File: config.mk
export PLATFORM = sky130hd
export DESIGN_NAME = bit_run_length_encoder_core_flat
export DESIGN_NICKNAME = d
export VERILOG_FILES = /design/src/design/brle_pkg.sv /design/src/design/brle_if.sv /design/src/design/brle_front.sv /design/src/design/brle_back.sv /design/src/design/bit_run_length_encoder_core.sv /design/src/flat_wrapper.sv
export SDC_FILE = /design/constraint.sdc
export NUM_CORES = 1
export LEC_CHECK = 0
export BUFFER_PORTS_ARGS = -buffer_cell sky130_fd_sc_hd__buf_4
export CORE_MARGIN = 10
export CORE_UTILIZATION = 53
export CTS_BUF_LIST = sky130_fd_sc_hd__clkbuf_4 sky130_fd_sc_hd__clkbuf_8
export DETAILED_ROUTE_END_ITERATION = 10
export GPL_TIMING_DRIVEN = 0
export PLACE_DENSITY = 0.82
export SYNTH_ARGS = -nofsm -noshare
export SYNTH_HDL_FRONTEND = slang
export SYNTH_HIERARCHICAL = 1
export SYNTH_SLANG_ARGS = --single-unit
File: constraint.sdc
create_clock -name clk -period 6.43 [get_ports clk]
set_input_delay 1.286 -clock clk [delete_from_list [all_inputs] [get_ports clk]]
set_output_delay 1.286 -clock clk [all_outputs]
set_load 0.005 [all_outputs]
File: src/design/brle_pkg.sv
// Package for the bit run-length encoder.
// Holds the queue entry and head types and the run limit; no dependencies.
package brle_pkg;

  localparam int BYTE_W = 8;
  localparam int CNT_W  = 7;
  localparam int IDX_W  = 3;

  localparam logic [CNT_W-1:0] MAX_RUN = 7'd127;

  typedef enum logic {
    CMD_DATA  = 1'b0,
    CMD_FLUSH = 1'b1
  } cmd_t;

  typedef struct packed {
    logic              is_flush;
    logic [BYTE_W-1:0] data_byte;
    logic [BYTE_W-1:0] change_mask;
  } entry_t;

  typedef struct packed {
    logic   valid;
    entry_t entry;
  } head_t;

endpackage

File: src/design/brle_if.sv
// Channel interfaces for the bit run-length encoder.
// Depends on brle_pkg for the field widths.
interface brle_in_if;
  import brle_pkg::*;
  logic              valid;
  logic              ready;
  logic              cmd;
  logic [BYTE_W-1:0] data_byte;
  modport source (output valid, output cmd, output data_byte, input ready);
  modport sink (input valid, input cmd, input data_byte, output ready);
endinterface

interface brle_out_if;
  import brle_pkg::*;
  logic              valid;
  logic              ready;
  logic [BYTE_W-1:0] code_byte;
  logic              last;
  modport source (output valid, output code_byte, output last, input ready);
  modport sink (input valid, input code_byte, input last, output ready);
endinterface

File: src/design/brle_front.sv
// Front part: accepts input items, marks bit changes and queues them.
// Depends on brle_pkg and brle_in_if.
module brle_front (
  input  logic            clk,
  input  logic            rst_n,
  brle_in_if.sink         in_ch,
  input  logic            pop,
  output brle_pkg::head_t head
);
  import brle_pkg::*;

  entry_t     mem_r [2];
  logic       wr_ptr_r;
  logic       rd_ptr_r;
  logic [1:0] fill_r;
  logic [1:0] fill_nxt;
  logic       push;
  logic       do_pop;
  entry_t     new_entry;

  always_comb begin
    new_entry.is_flush    = (cmd_t'(in_ch.cmd) == CMD_FLUSH);
    new_entry.data_byte   = in_ch.data_byte;
    new_entry.change_mask = {in_ch.data_byte[BYTE_W-1:1] ^ in_ch.data_byte[BYTE_W-2:0], 1'b0};
  end

  assign in_ch.ready = (fill_r != 2'd2);
  assign push        = in_ch.valid && in_ch.ready;
  assign do_pop      = pop && (fill_r != 2'd0);
  assign head.valid  = (fill_r != 2'd0);
  assign head.entry  = mem_r[rd_ptr_r];

  always_comb begin
    fill_nxt = fill_r;
    if (push && !do_pop) begin
      fill_nxt = fill_r + 2'd1;
    end else if (!push && do_pop) begin
      fill_nxt = fill_r - 2'd1;
    end
  end

  always_ff @(posedge clk) begin
    if (push) begin
      mem_r[wr_ptr_r] <= new_entry;
    end
  end

  always_ff @(posedge clk) begin
    if (!rst_n) begin
      wr_ptr_r <= 1'b0;
      rd_ptr_r <= 1'b0;
      fill_r   <= 2'd0;
    end else begin
      fill_r <= fill_nxt;
      if (push) begin
        wr_ptr_r <= ~wr_ptr_r;
      end
      if (do_pop) begin
        rd_ptr_r <= ~rd_ptr_r;
      end
    end
  end

  a_fill_range: assert property (@(posedge clk) disable iff (!rst_n)
    fill_r != 2'd3)
    else $error("queue fill count out of range");

  a_ptr_fill: assert property (@(posedge clk) disable iff (!rst_n)
    (fill_r == 2'd1) |-> (wr_ptr_r != rd_ptr_r))
    else $error("queue pointers disagree with fill count");

  a_pop_empty: assert property (@(posedge clk) disable iff (!rst_n)
    pop |-> head.valid)
    else $error("pop requested from an empty queue");

endmodule

File: src/design/brle_back.sv
// Back part: walks each queued byte one bit per cycle, holding a bit whose code
// finds the output register busy; tracks runs. Depends on brle_pkg and brle_out_if.
module brle_back (
  input  logic            clk,
  input  logic            rst_n,
  input  brle_pkg::head_t head,
  output logic            pop,
  brle_out_if.source      out_ch
);
  import brle_pkg::*;

  logic              run_bit_r;
  logic              run_bit_nxt;
  logic [CNT_W-1:0]  run_count_r;
  logic [CNT_W-1:0]  run_count_nxt;
  logic              started_r;
  logic              started_nxt;
  logic [IDX_W-1:0]  bit_idx_r;
  logic              out_valid_r;
  logic [BYTE_W-1:0] code_r;
  logic              last_r;
  logic              cur_bit;
  logic              emit;
  logic              emit_last;
  logic              out_free;
  logic              step;
  logic [BYTE_W-1:0] later;

  assign cur_bit  = head.entry.data_byte[bit_idx_r];
  assign later    = head.entry.change_mask >> bit_idx_r;
  assign out_free = !out_valid_r || out_ch.ready;

  always_comb begin
    run_bit_nxt   = run_bit_r;
    run_count_nxt = run_count_r;
    started_nxt   = started_r;
    if (head.entry.is_flush) begin
      emit          = started_r && (run_count_r != '0);
      emit_last     = 1'b1;
      run_bit_nxt   = 1'b0;
      run_count_nxt = '0;
      started_nxt   = 1'b0;
    end else begin
      emit        = started_r && ((run_bit_r != cur_bit) || (run_count_r == MAX_RUN));
      emit_last   = (later[BYTE_W-1:1] == '0);
      run_bit_nxt = cur_bit;
      started_nxt = 1'b1;
      if (emit || !started_r) begin
        run_count_nxt = CNT_W'(1);
      end else begin
        run_count_nxt = run_count_r + CNT_W'(1);
      end
    end
  end

  assign step = head.valid && (!emit || out_free);
  assign pop  = step && (head.entry.is_flush || (bit_idx_r == IDX_W'(BYTE_W - 1)));

  assign out_ch.valid     = out_valid_r;
  assign out_ch.code_byte = code_r;
  assign out_ch.last      = last_r;

  always_ff @(posedge clk) begin
    if (step && emit) begin
      code_r <= {run_bit_r, run_count_r};
      last_r <= emit_last;
    end
  end

  always_ff @(posedge clk) begin
    if (!rst_n) begin
      run_bit_r   <= 1'b0;
      run_count_r <= '0;
      started_r   <= 1'b0;
      bit_idx_r   <= '0;
      out_valid_r <= 1'b0;
    end else begin
      if (step) begin
        run_bit_r   <= run_bit_nxt;
        run_count_r <= run_count_nxt;
        started_r   <= started_nxt;
        if (pop) begin
          bit_idx_r <= '0;
        end else begin
          bit_idx_r <= bit_idx_r + IDX_W'(1);
        end
      end
      if (step && emit) begin
        out_valid_r <= 1'b1;
      end else if (out_ch.ready) begin
        out_valid_r <= 1'b0;
      end
    end
  end

  a_run_nonzero: assert property (@(posedge clk) disable iff (!rst_n)
    started_r |-> (run_count_r != '0))
    else $error("active run has zero length");

  a_idle_clear: assert property (@(posedge clk) disable iff (!rst_n)
    !started_r |-> (run_count_r == '0))
    else $error("run length held without a started run");

  a_code_len: assert property (@(posedge clk) disable iff (!rst_n)
    out_valid_r |-> (code_r[CNT_W-1:0] != '0))
    else $error("code with zero run length");

  a_mid_byte: assert property (@(posedge clk) disable iff (!rst_n)
    (bit_idx_r != '0) |-> (head.valid && !head.entry.is_flush))
    else $error("bit walk in progress without a data byte at the head");

endmodule

File: src/design/bit_run_length_encoder_core.sv
// Bit run-length encoder. A data byte is walked one bit per cycle, least
// significant bit first. The single bit-serial run tracker sets this rate,
// and a two-entry queue lets new items be accepted while a byte is being
// walked. A code is emitted on a change of bit value or when a run reaches
// 127 bits, and the tracker pauses on a bit that emits only while the output
// register is full and not being taken. The last code of each item carries
// last high. Depends on brle_pkg, brle_if, brle_front and brle_back.
module bit_run_length_encoder_core (
  input  logic    clk,
  input  logic    rst_n,
  brle_in_if.sink     in_ch,
  brle_out_if.source  out_ch
);
  import brle_pkg::*;

  head_t head;
  logic  pop;

  brle_front u_front (
    .clk   (clk),
    .rst_n (rst_n),
    .in_ch (in_ch),
    .pop   (pop),
    .head  (head)
  );

  brle_back u_back (
    .clk    (clk),
    .rst_n  (rst_n),
    .head   (head),
    .pop    (pop),
    .out_ch (out_ch)
  );

endmodule
File: src/flat_wrapper.sv
// flat-port wrapper written by rule: the top's interface ports become plain ports
module bit_run_length_encoder_core_flat import brle_pkg::*;
  (clk, rst_n, in_ch_valid, in_ch_cmd, in_ch_data_byte, in_ch_ready, out_ch_valid, out_ch_code_byte, out_ch_last, out_ch_ready);
  brle_in_if in_ch_i ();
  brle_out_if out_ch_i ();
  input  logic clk;
  input  logic rst_n;
  input wire logic [$bits(in_ch_i.valid)-1:0] in_ch_valid;
  input wire logic [$bits(in_ch_i.cmd)-1:0] in_ch_cmd;
  input wire logic [$bits(in_ch_i.data_byte)-1:0] in_ch_data_byte;
  output wire logic [$bits(in_ch_i.ready)-1:0] in_ch_ready;
  output wire logic [$bits(out_ch_i.valid)-1:0] out_ch_valid;
  output wire logic [$bits(out_ch_i.code_byte)-1:0] out_ch_code_byte;
  output wire logic [$bits(out_ch_i.last)-1:0] out_ch_last;
  input wire logic [$bits(out_ch_i.ready)-1:0] out_ch_ready;
  assign in_ch_i.valid = in_ch_valid;
  assign in_ch_i.cmd = in_ch_cmd;
  assign in_ch_i.data_byte = in_ch_data_byte;
  assign in_ch_ready = in_ch_i.ready;
  assign out_ch_valid = out_ch_i.valid;
  assign out_ch_code_byte = out_ch_i.code_byte;
  assign out_ch_last = out_ch_i.last;
  assign out_ch_i.ready = out_ch_ready;
  bit_run_length_encoder_core u_core (.clk(clk), .rst_n(rst_n), .in_ch(in_ch_i), .out_ch(out_ch_i));
endmodule
* Word level (Yosys, flattened, before mapping)
Memory sizes are Yosys's and may differ from the RTL's. A register that Yosys moved wholly into a read port is not among the register bits.
Index checks and enable logic that the tools add are counted.
** Storage, ports and cells
- Bits in writable memories :: 32
- Logic and storage cells :: 64
- Input port bits :: 13
- Bits in registers :: 26
- Memories :: 1
** Memory list
- u_core.u_front.mem_r :: words 2, bits a word 16, rd ports 1, clocked after Yosys merged registers in 1, wr ports 1, line brle_front.sv:12 : entry_t mem_r [2];
** Cells by class
- Shift operators :: 1
- Reduce and logical (&&, ||, !) cells :: 24
- Bitwise operators :: 3
- Order comparisons :: 1
- Add/sub/neg operators :: 4
- Eq/ne operators :: 4
- Multiplexer cells :: 16
** Operators by type and width (number)
- $mux 7 :: 2
- $mux 1 :: 10
- $logic_and 1x1->1 :: 9
- $shr 8x3->8 :: 1
- $add 7x1->7 const B :: 1
- $eq 7x7->1 const B :: 1
- $logic_not 7->1 :: 1
- $reduce_bool 7->1 :: 1
- $xor 7x7->7 :: 1
- $reduce_bool 2->1 :: 3
- $logic_not 1->1 :: 5
- $logic_or 1x1->1 :: 5
- $lt 3x4->1 const B :: 1
- $mux 2 :: 2
- $add 3x1->3 const B :: 1
- $bmux 1 s3 :: 1
- $eq 3x3->1 const B :: 1
- $mux 3 :: 1
- $add 2x1->2 const B :: 1
- $ne 2x2->1 const B :: 1
- $not 1->1 :: 2
- $sub 2x1->2 const B :: 1
- $ne 1x1->1 :: 1

* Depth between registers and ports, before layout
- Depth in word-level cells :: 14
- Gate-level depth with buffers :: 14

* Modules after synthesis
Netlist, hierarchy kept.
** By module, submodules not included
- brle_front :: times used 1, area an instance 1468.9 um^2, cells an instance 83, seq. area each 1061.0 um^2
- brle_back :: times used 1, area an instance 1172.4 um^2, cells an instance 111, seq. area each 530.5 um^2

* Worst setup path after synthesis
No wires, ideal clock.
- Kind :: register to register
- Start point :: register with a tool-made name
- End point :: register u_core.u_front.fill_r[1]
- Path buffers :: 3
- Cell stages (with the launch flop) :: 14
- Data required time :: 6.360 ns
- Arrival time :: 3.390 ns
- Library setup time :: 0.070 ns
- Slack :: 2.970 ns
- Period minus slack after synthesis :: 3.460 ns
- Cell sequence :: dfxtp_1 buf_2 buf_4 mux2_2 mux4_1 mux2_4 mux2_4 a31oi_4 buf_6 and2b_2 o21ai_1 ha_1 or3_1 a21boi_1
** RTL lines
- to (signal assigned) :: line brle_front.sv:54 : fill_r <= fill_nxt;
- to (decl) :: line brle_front.sv:15 : logic [1:0] fill_r;

==> report_table.html <==
<table>
<tr><th>Metric</th><th>Value</th></tr>
<tr><th colspan="2">Outcome</th></tr>
<tr><td>Result of the run</td><td>complete, no violations</td></tr>
<tr><th colspan="2">CTS</th></tr>
<tr><td>Largest buffer count on any clock path</td><td>2</td></tr>
<tr><td>Clock tree from TritonCTS</td><td>yes</td></tr>
<tr><td>H-tree level count</td><td>3</td></tr>
<tr><td>CTS Hold Buffers Added</td><td>0</td></tr>
<tr><td>Clock insertion delay at the later pin of the skew report</td><td>roughly 340 ps</td></tr>
<tr><td>Clock tree root driver cell</td><td>clkbuf_8</td></tr>
<tr><td>CTS Sinks</td><td>59</td></tr>
<tr><td>Number of gates resized after cts</td><td>0</td></tr>
<tr><td>Clock transition at path regs</td><td>roughly 70 ps</td></tr>
<tr><td>Total clock buffers created by CTS</td><td>9</td></tr>
<tr><td># Post-CTS Setup Buffers</td><td>0</td></tr>
<tr><th colspan="2">GRT</th></tr>
<tr><td>Antenna violations before repair</td><td>0</td></tr>
<tr><td>Number of global-route vias before repair</td><td>between 1500 and 2000</td></tr>
<tr><td>Largest net degree at the start of global routing</td><td>17</td></tr>
<tr><td>Remaining global-route overflow</td><td>0</td></tr>
<tr><td>Wire length of the first global-routing pass</td><td>approximately 7800 um</td></tr>
<tr><td>All-layer global routing usage</td><td>0.119</td></tr>
<tr><th colspan="2">Power</th></tr>
<tr><td>Worst vdd ir</td><td>0.000199 V</td></tr>
<tr><td>Part of the power in the clock network</td><td>0.297</td></tr>
<tr><td>Switching pwr</td><td>around 0.32 mW</td></tr>
<tr><td>Reg power frac</td><td>0.453</td></tr>
<tr><td>Fraction of power consumed by combinational cells</td><td>0.250</td></tr>
<tr><td>Cell-internal power</td><td>around 0.80 mW</td></tr>
<tr><td>Switching share of power</td><td>0.286</td></tr>
<tr><td>Power density over cell area</td><td>approximately 360 nW/um^2</td></tr>
<tr><td>Leakage power total</td><td>around 1.1 nW</td></tr>
<tr><th colspan="2">Yosys</th></tr>
<tr><td>Post-Syn Instances</td><td>192</td></tr>
<tr><td>Total number of yosys warnings</td><td>6</td></tr>
<tr><td>Mapped Area</td><td>roughly 2600 um^2</td></tr>
<tr><td>Nets in the synthesized netlist</td><td>210</td></tr>
<tr><td>Mean cell area of the mapped netlist</td><td>13.7 um^2</td></tr>
<tr><th colspan="2">Placement</th></tr>
<tr><td>Last weighted congestion value of the routability-driven placer</td><td>0.792</td></tr>
<tr><td>Placed wire-length estimate</td><td>3090 um</td></tr>
<tr><td>Count of input and output buffers</td><td>23</td></tr>
<tr><th colspan="2">Timing</th></tr>
<tr><td>Clock skew after layout</td><td>8.89 ps</td></tr>
<tr><td>Worst Max-Slew Pin Slew</td><td>roughly 730 ps</td></tr>
<tr><td>Worst slew margin relative to its limit</td><td>0.514</td></tr>
<tr><td>Hold Violations, Final</td><td>0</td></tr>
<tr><td>Hold slack</td><td>506 ps</td></tr>
<tr><td>Post-route minimum period</td><td>between 3000 and 4000 ps</td></tr>
<tr><td>Final total negative setup slack</td><td>0 ps</td></tr>
<tr><td>RSZ-0062 raised after global routing</td><td>false</td></tr>
<tr><td>Fin crit share</td><td>0.587</td></tr>
<tr><td>Final count of negative-setup-slack endpoints</td><td>0</td></tr>
<tr><td>Max frequency</td><td>around 0.26 GHz</td></tr>
<tr><td>Final-report max-slew violation count</td><td>0</td></tr>
<tr><th colspan="2">Finish</th></tr>
<tr><td>Area added between synthesis and finish</td><td>17.2%</td></tr>
<tr><td>Register area</td><td>~1600 um^2</td></tr>
<tr><td>Layout fillers</td><td>a little under 400</td></tr>
<tr><td>Ant diodes</td><td>0</td></tr>
<tr><td>Multi-input gate area</td><td>slightly below 1000 um^2</td></tr>
<tr><td>Fraction of layout cells with a size suffix above 1</td><td>0.294</td></tr>
<tr><td>Total Nets Final</td><td>244</td></tr>
<tr><th colspan="2">Route</th></tr>
<tr><td>Via-per-instance ratio</td><td>about 5.5</td></tr>
<tr><td>Total number of vias</td><td>roughly 1600</td></tr>
<tr><td>DRC violations left</td><td>0</td></tr>
<tr><td>WL final</td><td>around 4500 um</td></tr>
<tr><td>DRT antenna net count</td><td>0</td></tr>
<tr><td>Routed len/inst</td><td>15.0 um</td></tr>
<tr><td>Detailed-router iteration count before antenna repair</td><td>4</td></tr>
<tr><td>Initial DRC Count</td><td>83</td></tr>
<tr><th colspan="2">Floorplanning</th></tr>
<tr><td>Standard-cell row count</td><td>25</td></tr>
<tr><td>Die footprint</td><td>around 8000 um^2</td></tr>
<tr><td>I/O Pins</td><td>24</td></tr>
<tr><td>Chip width</td><td>~90 um</td></tr>
<tr><td>Std-Cell Core Area</td><td>between 4000 and 5000 um^2</td></tr>
<tr><td>Floorplan die height</td><td>approximately 90 um</td></tr>
<tr><td>Initial core utilization</td><td>0.553</td></tr>
<tr><th colspan="2">Critical path</th></tr>
<tr><td>Terminus of the critical flop-to-flop path</td><td>u_core/u_front/fill_r[1]</td></tr>
<tr><td>Critical path class</td><td>reg -&gt; reg</td></tr>
<tr><td>CP required</td><td>roughly 6700 ps</td></tr>
<tr><td>Worst Setup End Kind</td><td>flip-flop</td></tr>
<tr><td>R2R depth</td><td>13</td></tr>
<tr><td>Critical path startpoint category</td><td>flip-flop</td></tr>
<tr><td>Worst path arrival time</td><td>about 4100 ps</td></tr>
<tr><td>Critical path fanouts, max</td><td>10</td></tr>
<tr><td>Worst reg-to-reg setup slack</td><td>roughly 2700 ps</td></tr>
<tr><th colspan="2">Worst hold path</th></tr>
<tr><td>Sink of the worst hold path</td><td>u_core/u_back/out_ch.code_byte[1]</td></tr>
<tr><td>Hold path startpoint</td><td>u_core/u_back/run_count_r[1]</td></tr>
<tr><td>Cells on Worst Hold Path</td><td>0</td></tr>
<tr><td>Classification of the worst-slack hold path</td><td>reg -&gt; reg</td></tr>
<tr><th colspan="2">Run</th></tr>
<tr><td>Max Cap Viol</td><td>0</td></tr>
</table>
-- state kept, by name, summed over array words and instances, names as in the netlist, named ones only --
register                        cells
u_core/u_front/wr_ptr_r             1
u_core/u_back/run_bit_r             1
u_core/u_front/fill_r               2
u_core/u_front/mem_r               32
u_core/u_back/bit_idx_r             3
u_core/u_back/started_r             1
u_core/u_back/out_ch.last           1
u_core/u_back/run_count_r           7
u_core/u_back/out_ch.valid          1
u_core/u_back/out_ch.code_byte      8
u_core/u_front/rd_ptr_r             1
-- cells in the final DEF, fill, tap and decap left out, types with 3 or more instances in the layout --
cell type	n
a21oi_1	6
a311oi_1	4
and2_1	4
and3_1	4
buf_4	25
clkbuf_8	9
clkinvlp_4	3
dfxtp_1	18
edfxtp_1	41
ha_1	5
inv_1	9
mux2_2	16
mux2i_1	6
nand2_1	11
nand3_1	10
nor2_1	3
o211ai_1	3
o21ai_0	5
xor2_1	9
-- through the flow --
stage	total power [mW]	std cells	util	cell area, um^2	setup WS [ps]
after CTS	1.13	298	0.648	3080	2640
after global routing	1.18	298	0.648	3080	2470
after detailed placement	0.797	282	0.607	2890	2650
final	1.12	298	0.648	3080	2650
after global placement	0.787	282	0.607	2890	2710
after floorplan	0.723	192	-	2630	2970
-- power by group through the flow --
stage	Combinational, mW	Sequential (mW)	Clock [mW]
3_3_place_gp	0.274	0.513	0
2_1_floorplan	0.217	0.505	0
5_1_grt	0.312	0.515	0.356
4_1_cts	0.283	0.508	0.338
3_5_place_dp	0.282	0.515	0
6_report	0.281	0.507	0.333
-- cell type report --
cell class	instances	area share
clock inverters	6	0.0211
well taps	67	0.0272
plain buffers	6	0.0126
multi-input cells	118	0.313
flip-flops and latches	59	0.516
repair buffers	23	0.0560
inverters	9	0.0110
clock buffers	10	0.0426
-- worst max path at each step --
stage / from / endpoint
floorplan: flip-flop / u_core/u_front/fill_r[1]
global placement: flip-flop / u_core/u_front/fill_r[1]
detailed placement: flip-flop / u_core/u_front/fill_r[1]
CTS: flip-flop / u_core/u_front/fill_r[1]
global route: flip-flop / u_core/u_front/fill_r[1]
finish: flip-flop / u_core/u_front/fill_r[1]
-- worst max-delay path: stages, from the launching register on --
cell and delay (ps):
dfxtp_1 300, buf_2 200, buf_4 220, mux2_2 350
mux4_1 500, mux2_4 330, mux2_4 340, a31oi_4 220
buf_6 200, and2b_2 150, o21ai_1 90, ha_1 330
or3_1 350, a21boi_1 130
-- routing by layer --
metal,track usage,share of wire,up-vias
met5,0,0,-
met4,0.0822,0.030,0
met3,0.0366,0.057,11
met2,0.191,0.49,36
met1,0.133,0.42,787
li1,-,-,793
Power figures use the tool's default switching activity.
